$ cat config.mk
export PLATFORM = sky130hd
export DESIGN_NAME = lru_frame_replacer_flat
export DESIGN_NICKNAME = d
export VERILOG_FILES = /design/src/rtl/lrufr_pkg.sv /design/src/rtl/lrufr_if.sv /design/src/rtl/lru_frame_replacer.sv /design/src/rtl/lrufr_cell.sv /design/src/rtl/lrufr_chain.sv /design/src/flat_wrapper.sv
export VERILOG_INCLUDE_DIRS = /design/src /design/src/rtl
export SDC_FILE = /design/constraint.sdc
export NUM_CORES = 1
export LEC_CHECK = 0
export BUFFER_PORTS_ARGS = -buffer_cell sky130_fd_sc_hd__buf_2
export CORE_MARGIN = 2
export CORE_UTILIZATION = 41
export CTS_CLUSTER_DIAMETER = 150
export DETAILED_ROUTE_END_ITERATION = 12
export MAX_ROUTING_LAYER = met4
export PLACE_DENSITY = 0.55
export SLEW_MARGIN = 20
export SYNTH_ARGS = -nofsm -noshare
export SYNTH_HDL_FRONTEND = slang
export SYNTH_SLANG_ARGS = --single-unit
$ cat constraint.sdc
create_clock -name clk -period 3.9 [get_ports clk]
set_input_delay 0.78 -clock clk [delete_from_list [all_inputs] [get_ports clk]]
set_output_delay 0.78 -clock clk [all_outputs]
set_load 0.01 [all_outputs]
$ cat src/rtl/lru_frame_replacer_macros.svh
// Assertion macros for the frame replacer. Each macro uses the clk and arst_n
// names visible where it is expanded.
`ifndef LRU_FRAME_REPLACER_MACROS_SVH
`define LRU_FRAME_REPLACER_MACROS_SVH

`ifndef NO_ASSERTIONS
`define LRUFR_ASSERT_ALWAYS(lbl, cond, msg) \
	lbl: assert property (@(posedge clk) disable iff (!arst_n) (cond)) else $error(msg);
`define LRUFR_ASSERT_IMP(lbl, ante, cons, msg) \
	lbl: assert property (@(posedge clk) disable iff (!arst_n) (ante) |-> (cons)) \
		else $error(msg);
`else
`define LRUFR_ASSERT_ALWAYS(lbl, cond, msg)
`define LRUFR_ASSERT_IMP(lbl, ante, cons, msg)
`endif

`endif

$ cat src/rtl/lrufr_pkg.sv
package lrufr_pkg;

	localparam int NUM_FRAMES = 64;
	localparam int IDX_W      = (NUM_FRAMES > 1) ? $clog2(NUM_FRAMES) : 1;
	localparam int CNT_W      = $clog2(NUM_FRAMES + 1);
	localparam int OPC_W      = 2;
	localparam int FRAME_W    = 6;
	localparam int COUNT_W    = 7;

	typedef enum logic [OPC_W-1:0] {
		OP_PIN    = 2'd0,
		OP_UNPIN  = 2'd1,
		OP_VICTIM = 2'd2
	} opcode_t;

	typedef enum logic [1:0] {
		ST_IDLE,
		ST_FIND,
		ST_APPLY
	} state_t;

	// Broadcast control from the sequencer to every cell of the chain.
	typedef struct packed {
		logic               shift;
		logic [IDX_W-1:0]   pos;
		logic               wr;
		logic [IDX_W-1:0]   wr_idx;
		logic [FRAME_W-1:0] frame;
	} cell_ctl_t;

endpackage

$ cat src/rtl/lrufr_if.sv
interface lrufr_req_if import lrufr_pkg::*; ();
	logic               valid;
	logic               ready;
	logic [OPC_W-1:0]   opcode;
	logic [FRAME_W-1:0] frame;

	modport source (output valid, output opcode, output frame, input ready);
	modport sink (input valid, input opcode, input frame, output ready);
endinterface

interface lrufr_rsp_if import lrufr_pkg::*; ();
	logic               valid;
	logic               ready;
	logic               victim_found;
	logic [FRAME_W-1:0] victim_frame;
	logic [COUNT_W-1:0] candidate_count;

	modport source (output valid, output victim_found, output victim_frame,
		output candidate_count, input ready);
	modport sink (input valid, input victim_found, input victim_frame,
		input candidate_count, output ready);
endinterface

$ cat src/rtl/lru_frame_replacer.sv
// Channel  Dir  Word fields                                      Accept
// req      in   opcode[1:0], frame[5:0]                          valid & ready
// rsp      out  victim_found, victim_frame[5:0],                 valid & ready
//               candidate_count[6:0]
//
// Each word passes through accept, a compare across the cell chain that
// locates the frame, then one shift or write of the chain. A new word is taken
// while the previous result waits in the output register; the chain update
// holds until that register is free. Reset empties the candidate set at once.
`include "lru_frame_replacer_macros.svh"

module lru_frame_replacer import lrufr_pkg::*; (
	input  logic            clk,
	input  logic            arst_n,
	lrufr_req_if.sink       req,
	lrufr_rsp_if.source     rsp
);

	state_t                state_q, state_d;
	logic [OPC_W-1:0]      op_q;
	logic [FRAME_W-1:0]    fr_q;
	logic [IDX_W-1:0]      pos_q;
	logic [CNT_W-1:0]      count_q, count_d;
	logic [NUM_FRAMES-1:0] is_cand_q;

	logic                  rsp_valid_q;
	logic                  rsp_found_q;
	logic [FRAME_W-1:0]    rsp_frame_q;
	logic [COUNT_W-1:0]    rsp_count_q;

	cell_ctl_t             ctl;
	logic [FRAME_W-1:0]    head_frame;
	logic [NUM_FRAMES-1:0] valid_vec;
	logic [IDX_W-1:0]      match_pos;

	logic                  in_range;
	logic                  head_in_range;
	logic [IDX_W-1:0]      fr_idx;
	logic [IDX_W-1:0]      head_idx;
	logic                  do_pin, do_unpin, do_victim;
	logic                  apply_go;
	logic                  found_d;

	lrufr_chain u_chain (
		.clk        (clk),
		.arst_n     (arst_n),
		.ctl        (ctl),
		.head_frame (head_frame),
		.valid_vec  (valid_vec),
		.match_pos  (match_pos)
	);

	assign in_range      = int'(fr_q) < NUM_FRAMES;
	assign head_in_range = int'(head_frame) < NUM_FRAMES;
	assign fr_idx        = IDX_W'(fr_q);
	assign head_idx      = IDX_W'(head_frame);

	assign do_pin    = (op_q == OP_PIN) && in_range && is_cand_q[fr_idx];
	assign do_unpin  = (op_q == OP_UNPIN) && in_range && !is_cand_q[fr_idx]
		&& (int'(count_q) < NUM_FRAMES);
	assign do_victim = (op_q == OP_VICTIM) && (count_q != '0);

	always_ff @(posedge clk or negedge arst_n) begin
		if (!arst_n) begin
			state_q <= ST_IDLE;
		end else begin
			state_q <= state_d;
		end
	end

	always_comb begin
		state_d    = state_q;
		req.ready  = 1'b0;
		apply_go   = 1'b0;
		ctl        = '0;
		ctl.frame  = fr_q;
		count_d    = count_q;
		found_d    = 1'b0;
		case (state_q)
			ST_IDLE: begin
				req.ready = 1'b1;
				if (req.valid) begin
					state_d = ST_FIND;
				end
			end
			ST_FIND: begin
				state_d = ST_APPLY;
			end
			ST_APPLY: begin
				// hold the chain until the result register can take the word
				if (!rsp_valid_q || rsp.ready) begin
					apply_go   = 1'b1;
					state_d    = ST_IDLE;
					ctl.shift  = do_pin || do_victim;
					ctl.pos    = do_victim ? '0 : pos_q;
					ctl.wr     = do_unpin;
					ctl.wr_idx = IDX_W'(count_q);
					if (do_pin || do_victim) begin
						count_d = count_q - 1'b1;
					end else if (do_unpin) begin
						count_d = count_q + 1'b1;
					end
					case (op_q)
						OP_PIN, OP_UNPIN: found_d = 1'b1;
						OP_VICTIM:        found_d = do_victim;
						default:          found_d = 1'b0;
					endcase
				end
			end
			default: begin
				state_d = ST_IDLE;
			end
		endcase
	end

	always_ff @(posedge clk) begin
		if (req.valid && req.ready) begin
			op_q <= req.opcode;
			fr_q <= req.frame;
		end
		if (state_q == ST_FIND) begin
			pos_q <= match_pos;
		end
		if (apply_go) begin
			rsp_found_q <= found_d;
			rsp_frame_q <= do_victim ? head_frame : '0;
			rsp_count_q <= COUNT_W'(count_d);
		end
	end

	always_ff @(posedge clk or negedge arst_n) begin
		if (!arst_n) begin
			count_q     <= '0;
			is_cand_q   <= '0;
			rsp_valid_q <= 1'b0;
		end else begin
			if (apply_go) begin
				count_q     <= count_d;
				rsp_valid_q <= 1'b1;
				if (do_pin) begin
					is_cand_q[fr_idx] <= 1'b0;
				end
				if (do_unpin) begin
					is_cand_q[fr_idx] <= 1'b1;
				end
				if (do_victim && head_in_range) begin
					is_cand_q[head_idx] <= 1'b0;
				end
			end else if (rsp.ready) begin
				rsp_valid_q <= 1'b0;
			end
		end
	end

	assign rsp.valid           = rsp_valid_q;
	assign rsp.victim_found    = rsp_found_q;
	assign rsp.victim_frame    = rsp_frame_q;
	assign rsp.candidate_count = rsp_count_q;

	`LRUFR_ASSERT_ALWAYS(a_count_bound, int'(count_q) <= NUM_FRAMES, "count above frame total")
	`LRUFR_ASSERT_ALWAYS(a_chain_fill, $countones(valid_vec) == int'(count_q), "chain fill != count")
	`LRUFR_ASSERT_ALWAYS(a_cand_fill, $countones(is_cand_q) == int'(count_q), "flags != count")
	`LRUFR_ASSERT_IMP(a_apply_done, apply_go, state_d == ST_IDLE, "apply did not finish")

endmodule

$ cat src/rtl/lrufr_cell.sv
module lrufr_cell import lrufr_pkg::*; (
	input  logic               clk,
	input  logic               arst_n,
	input  cell_ctl_t          ctl,
	input  logic [IDX_W-1:0]   idx,
	input  logic [FRAME_W-1:0] nb_frame,
	input  logic               nb_valid,
	output logic [FRAME_W-1:0] frame,
	output logic               valid,
	output logic               match
);

	logic [FRAME_W-1:0] frame_q;
	logic               valid_q;
	logic               take_nb;
	logic               take_wr;

	assign take_nb = ctl.shift && (idx >= ctl.pos);
	assign take_wr = ctl.wr && (idx == ctl.wr_idx);

	always_ff @(posedge clk or negedge arst_n) begin
		if (!arst_n) begin
			valid_q <= 1'b0;
		end else if (take_nb) begin
			valid_q <= nb_valid;
		end else if (take_wr) begin
			valid_q <= 1'b1;
		end
	end

	always_ff @(posedge clk) begin
		if (take_nb) begin
			frame_q <= nb_frame;
		end else if (take_wr) begin
			frame_q <= ctl.frame;
		end
	end

	assign frame = frame_q;
	assign valid = valid_q;
	assign match = valid_q && (frame_q == ctl.frame);

endmodule

$ cat src/rtl/lrufr_chain.sv
module lrufr_chain import lrufr_pkg::*; (
	input  logic                  clk,
	input  logic                  arst_n,
	input  cell_ctl_t             ctl,
	output logic [FRAME_W-1:0]    head_frame,
	output logic [NUM_FRAMES-1:0] valid_vec,
	output logic [IDX_W-1:0]      match_pos
);

	logic [FRAME_W-1:0]    frame_a [NUM_FRAMES];
	logic [NUM_FRAMES-1:0] match_vec;

	for (genvar i = 0; i < NUM_FRAMES; i++) begin : g_cell
		logic [FRAME_W-1:0] nb_frame;
		logic               nb_valid;

		// The tail cell pulls in an empty slot when the chain shifts.
		if (i == NUM_FRAMES - 1) begin : g_tail
			assign nb_frame = '0;
			assign nb_valid = 1'b0;
		end else begin : g_body
			assign nb_frame = frame_a[i+1];
			assign nb_valid = valid_vec[i+1];
		end

		lrufr_cell u_cell (
			.clk      (clk),
			.arst_n   (arst_n),
			.ctl      (ctl),
			.idx      (IDX_W'(i)),
			.nb_frame (nb_frame),
			.nb_valid (nb_valid),
			.frame    (frame_a[i]),
			.valid    (valid_vec[i]),
			.match    (match_vec[i])
		);
	end

	assign head_frame = frame_a[0];

	// Frames in the chain are distinct, so at most one cell matches.
	always_comb begin
		match_pos = '0;
		for (int i = 0; i < NUM_FRAMES; i++) begin
			if (match_vec[i]) begin
				match_pos = match_pos | IDX_W'(i);
			end
		end
	end

endmodule
$ cat src/flat_wrapper.sv
// flat-port wrapper written by rule: the top's interface ports become plain ports
module lru_frame_replacer_flat import lrufr_pkg::*;
  (clk, arst_n, req_valid, req_opcode, req_frame, req_ready, rsp_valid, rsp_victim_found, rsp_victim_frame, rsp_candidate_count, rsp_ready);
  lrufr_req_if req_i ();
  lrufr_rsp_if rsp_i ();
  input  logic clk;
  input  logic arst_n;
  input wire logic [$bits(req_i.valid)-1:0] req_valid;
  input wire logic [$bits(req_i.opcode)-1:0] req_opcode;
  input wire logic [$bits(req_i.frame)-1:0] req_frame;
  output wire logic [$bits(req_i.ready)-1:0] req_ready;
  output wire logic [$bits(rsp_i.valid)-1:0] rsp_valid;
  output wire logic [$bits(rsp_i.victim_found)-1:0] rsp_victim_found;
  output wire logic [$bits(rsp_i.victim_frame)-1:0] rsp_victim_frame;
  output wire logic [$bits(rsp_i.candidate_count)-1:0] rsp_candidate_count;
  input wire logic [$bits(rsp_i.ready)-1:0] rsp_ready;
  assign req_i.valid = req_valid;
  assign req_i.opcode = req_opcode;
  assign req_i.frame = req_frame;
  assign req_ready = req_i.ready;
  assign rsp_valid = rsp_i.valid;
  assign rsp_victim_found = rsp_i.victim_found;
  assign rsp_victim_frame = rsp_i.victim_frame;
  assign rsp_candidate_count = rsp_i.candidate_count;
  assign rsp_i.ready = rsp_ready;
  lru_frame_replacer u_core (.clk(clk), .arst_n(arst_n), .req(req_i), .rsp(rsp_i));
endmodule
==> reports/metrics.csv <==
metric;value;unit
nets;2736;
multi_input_area;14800;µm²
yosys-top-cells-area;edfxtp_1 (39%), mux2_2 (12%), dfrtp_1 (11%), xnor2_1 (5.6%), xor2_1 (5.2%);
ir_worst_vdd;0.000344;V
synth_fa_ha_area_frac;0.000797;
seq_power_share;0.426;
rows;101;
final_area;35300;µm²
drtAntennaViolNets;0;
first_iter_violations;2634;
drv_slew;0;
crit_type;flip-flop to flip-flop;
critPathTopFamily;compound AO/OA/AOI/OAI gates;
cp_max_fo;14;
hold_class;input port to asynchronous set/reset pin;
grt_usage;0.256;
slew_headroom;0.274;
critical_path_depth;10;
antenna_found_initial;1;
synth.area.mux_share;0.159;
required;4.17;ns
die_area;78800;µm²
ys_types;81;
yosysSeqAreaShare;0.501;
path_cells;inv_1, ha_1, nor3b_1, buf_4, a31oi_1, nand2_2, nand2_1, a211oi_1, a211o_1, o21ai_0;
fp.dieW;281;µm
tightest_slew;1.08;ns
synth-warning-count;0;
placed_area;33400;µm²
rsz0062_at_grt;no;
regArea;15700;µm²
wire_per_inst;25.7;µm
synth_top_cell_area_share;0.388;
port_buffers;27;
cts_sinks;549;
grt_max_degree;95;
grt-ovfl-total;0;
holdBufCountCts;0;
power_density;525;nW/µm²
netlist_area;31400;µm²
maxCapViolations;0;
tns;0;ns
synth_top_family_by_area;multiplexers;
grt_pass1_wl;148;mm
sw_frac_of_total;0.323;
power_frac_clock;0.309;
post_cts_buffers;0;
htreeDepth;2;
p_int;12500;µW
area_growth;12.5;%
leakagePower;0.0122;µW
synth_ff_type;edfxtp_1;
synthSimpleGateAreaFrac;0.107;
clkLatencyLatePin;0.65;ns
final-hold-violation-count;0;
dp_hpwl;69.0;mm
syn-mean-instance-area;11.7;µm²
yosys.area.top_type;edfxtp_1;
start_kind;flip-flop;
fin_worst_skew;0.0334;ns
fin_crit;3.67;ns
synth_compound_area_frac;0.0955;
viasPerCell;5.95;
synth_edf_count;406;
arrival;3.94;ns
worstSetupEndpointType;flip-flop;
path_clk_slew;0.06;ns
dr_total_vias;22649;
layout_common_cells;edfxtp_1 (406), mux2_2 (341), xnor2_1 (202), xor2_1 (186), nand2_1 (160);
fillers;6873;
initial_core_util;0.414;
rr_worst_depth;10;
io_pins;28;
cts_buffer_depth;3;
max_clock_freq;273;MHz
routed_wl;97.8;mm
cts_made_buffers;61;
core;75900;µm²
syn-instance-count;2681;
post_cts_resized;0;
synth_xor_area_frac;0.108;
crit_slowest_cell;a211oi_1;
ctsRootBufferMaster;clkbuf_16;
fin_crit_sh;0.941;
p_sw;5990;µW
cts_tree;done;
max_stage_delay;0.48;ns
layout_commonest_cell;edfxtp_1;
place.gp.congestion;0.952;
ys_ff_latch;549;
dr.pass1.iters;6;
drive_above_1_share;0.244;
setup_viol;0;
combPwrFrac;0.265;
status;complete, no violations;
crit_buf_inv;2;
grt_pass1_vias;22322;
synthArstFlopShare;0.250;
route.detailed.drc;0;
synth.net_count;2695;
die_h;281;µm
cell usage after synthesis (all sizes together), types with 5 or more instances:
| cell type | number |
|---|---|
| o22ai | 11 |
| o311ai | 34 |
| clkbuf | 120 |
| a31o | 8 |
| o21bai | 33 |
| a22oi | 13 |
| nor4 | 71 |
| nor3 | 23 |
| a221o | 22 |
| a211oi | 9 |
| nand3 | 66 |
| edfxtp | 406 |
| nand2b | 8 |
| buf | 76 |
| or3 | 7 |
| nand2 | 165 |
| or4 | 5 |
| nor2 | 131 |
| inv | 20 |
| or2 | 5 |
| nand4 | 101 |
| dfrtp | 137 |
| o221ai | 8 |
| mux2i | 48 |
| dfxtp | 6 |
| nand3b | 5 |
| and3 | 11 |
| and2 | 22 |
| xor2 | 186 |
| a21oi | 97 |
| mux2 | 400 |
| a21o | 16 |
| o21ai | 111 |
| xnor2 | 202 |
| a31oi | 36 |
| nor2b | 10 |
| a211o | 5 |
flip-flops by register name, indices dropped and copies added (netlist names):
signal / count
u_core.count_q: 7
u_core.fr_idx: 6
u_core.is_cand_q: 64
u_core.op_q: 2
u_core.pos_q: 6
u_core.rsp.candidate_count: 7
u_core.rsp.valid: 1
u_core.rsp.victim_found: 1
u_core.rsp.victim_frame: 6
u_core.state_q: 2
u_core.u_chain.g_cell.u_cell.frame: 384
u_core.u_chain.g_cell.u_cell.valid: 63
area by class of cell:
cell class / count / area share
sequential: 549 / 0.446
multi-input combinational: 1915 / 0.420
clock inverter: 31 / 0.00772
inverter: 21 / 0.00223
clock buffer: 83 / 0.0473
tap: 1030 / 0.0365
timing repair buffer: 174 / 0.0409
antenna: 1 / 0.0000708
metrics by stage:
stage | total power (µW) | hold WS [ns] | std cells | worst slack, ns | util
floorplan | 11100 | 0.464 | 2681 | 0.508 | -
global placement | 12800 | 0.488 | 3689 | 0.224 | 0.439
detailed placement | 12800 | 0.500 | 3689 | 0.201 | 0.439
CTS | 18600 | 0.180 | 3803 | 0.144 | 0.465
global route | 19300 | 0.218 | 3804 | 0.0361 | 0.465
finish | 18500 | 0.139 | 3804 | 0.231 | 0.465
path summary, 6_finish.rpt:
path                                 startpoint                                         to  slack, ns
max reg2reg                   u_core.count_q[0]  u_core.u_chain.g_cell[26].u_cell.frame[1]       0.23
min in group clk                   req_frame[0]                           u_core.fr_idx[0]       0.30
min                                      arst_n                       u_core.is_cand_q[53]       0.14
max in group asynchronous                arst_n     u_core.u_chain.g_cell[38].u_cell.valid       2.89
max                           u_core.count_q[0]  u_core.u_chain.g_cell[26].u_cell.frame[1]       0.23
min reg2reg                u_core.is_cand_q[27]                       u_core.is_cand_q[27]       0.52
logic make-up after synthesis:
| kind of cell | count (synthesis) |
|---|---|
| buf+inv | 217 |
| compound gates | 428 |
| fa+ha+maj | 2 |
| xor+xnor | 388 |
| mux | 448 |
| flops | 549 |
| simple gates | 649 |
power groups by stage:
stage	logic (µW)	registers, µW	clock network (µW)
6_report	4910	7900	5720
5_1_grt	5290	7970	6040
4_1_cts	4880	7880	5810
3_5_place_dp	4840	7980	0
3_3_place_gp	4770	7980	0
2_1_floorplan	3430	7710	0
worst reg2reg max path: stages, from the launching register on:
cell	delay (ns)
dfrtp_1	0.38
inv_1	0.15
ha_1	0.19
nor3b_1	0.36
buf_4	0.20
a31oi_1	0.12
nand2_2	0.19
nand2_1	0.40
a211oi_1	0.48
a211o_1	0.40
o21ai_0	0.42
routing by layer:
metal  vias to the layer above  routed length [µm]  track usage
met2                       868               44200        0.386
met4                         0                2790       0.0724
met5                         -                   0            -
met1                     11494               44200        0.360
met3                       165                6640       0.0352
li1                      10122                   -            -
Note: power is estimated with default switching activity, not from simulation.
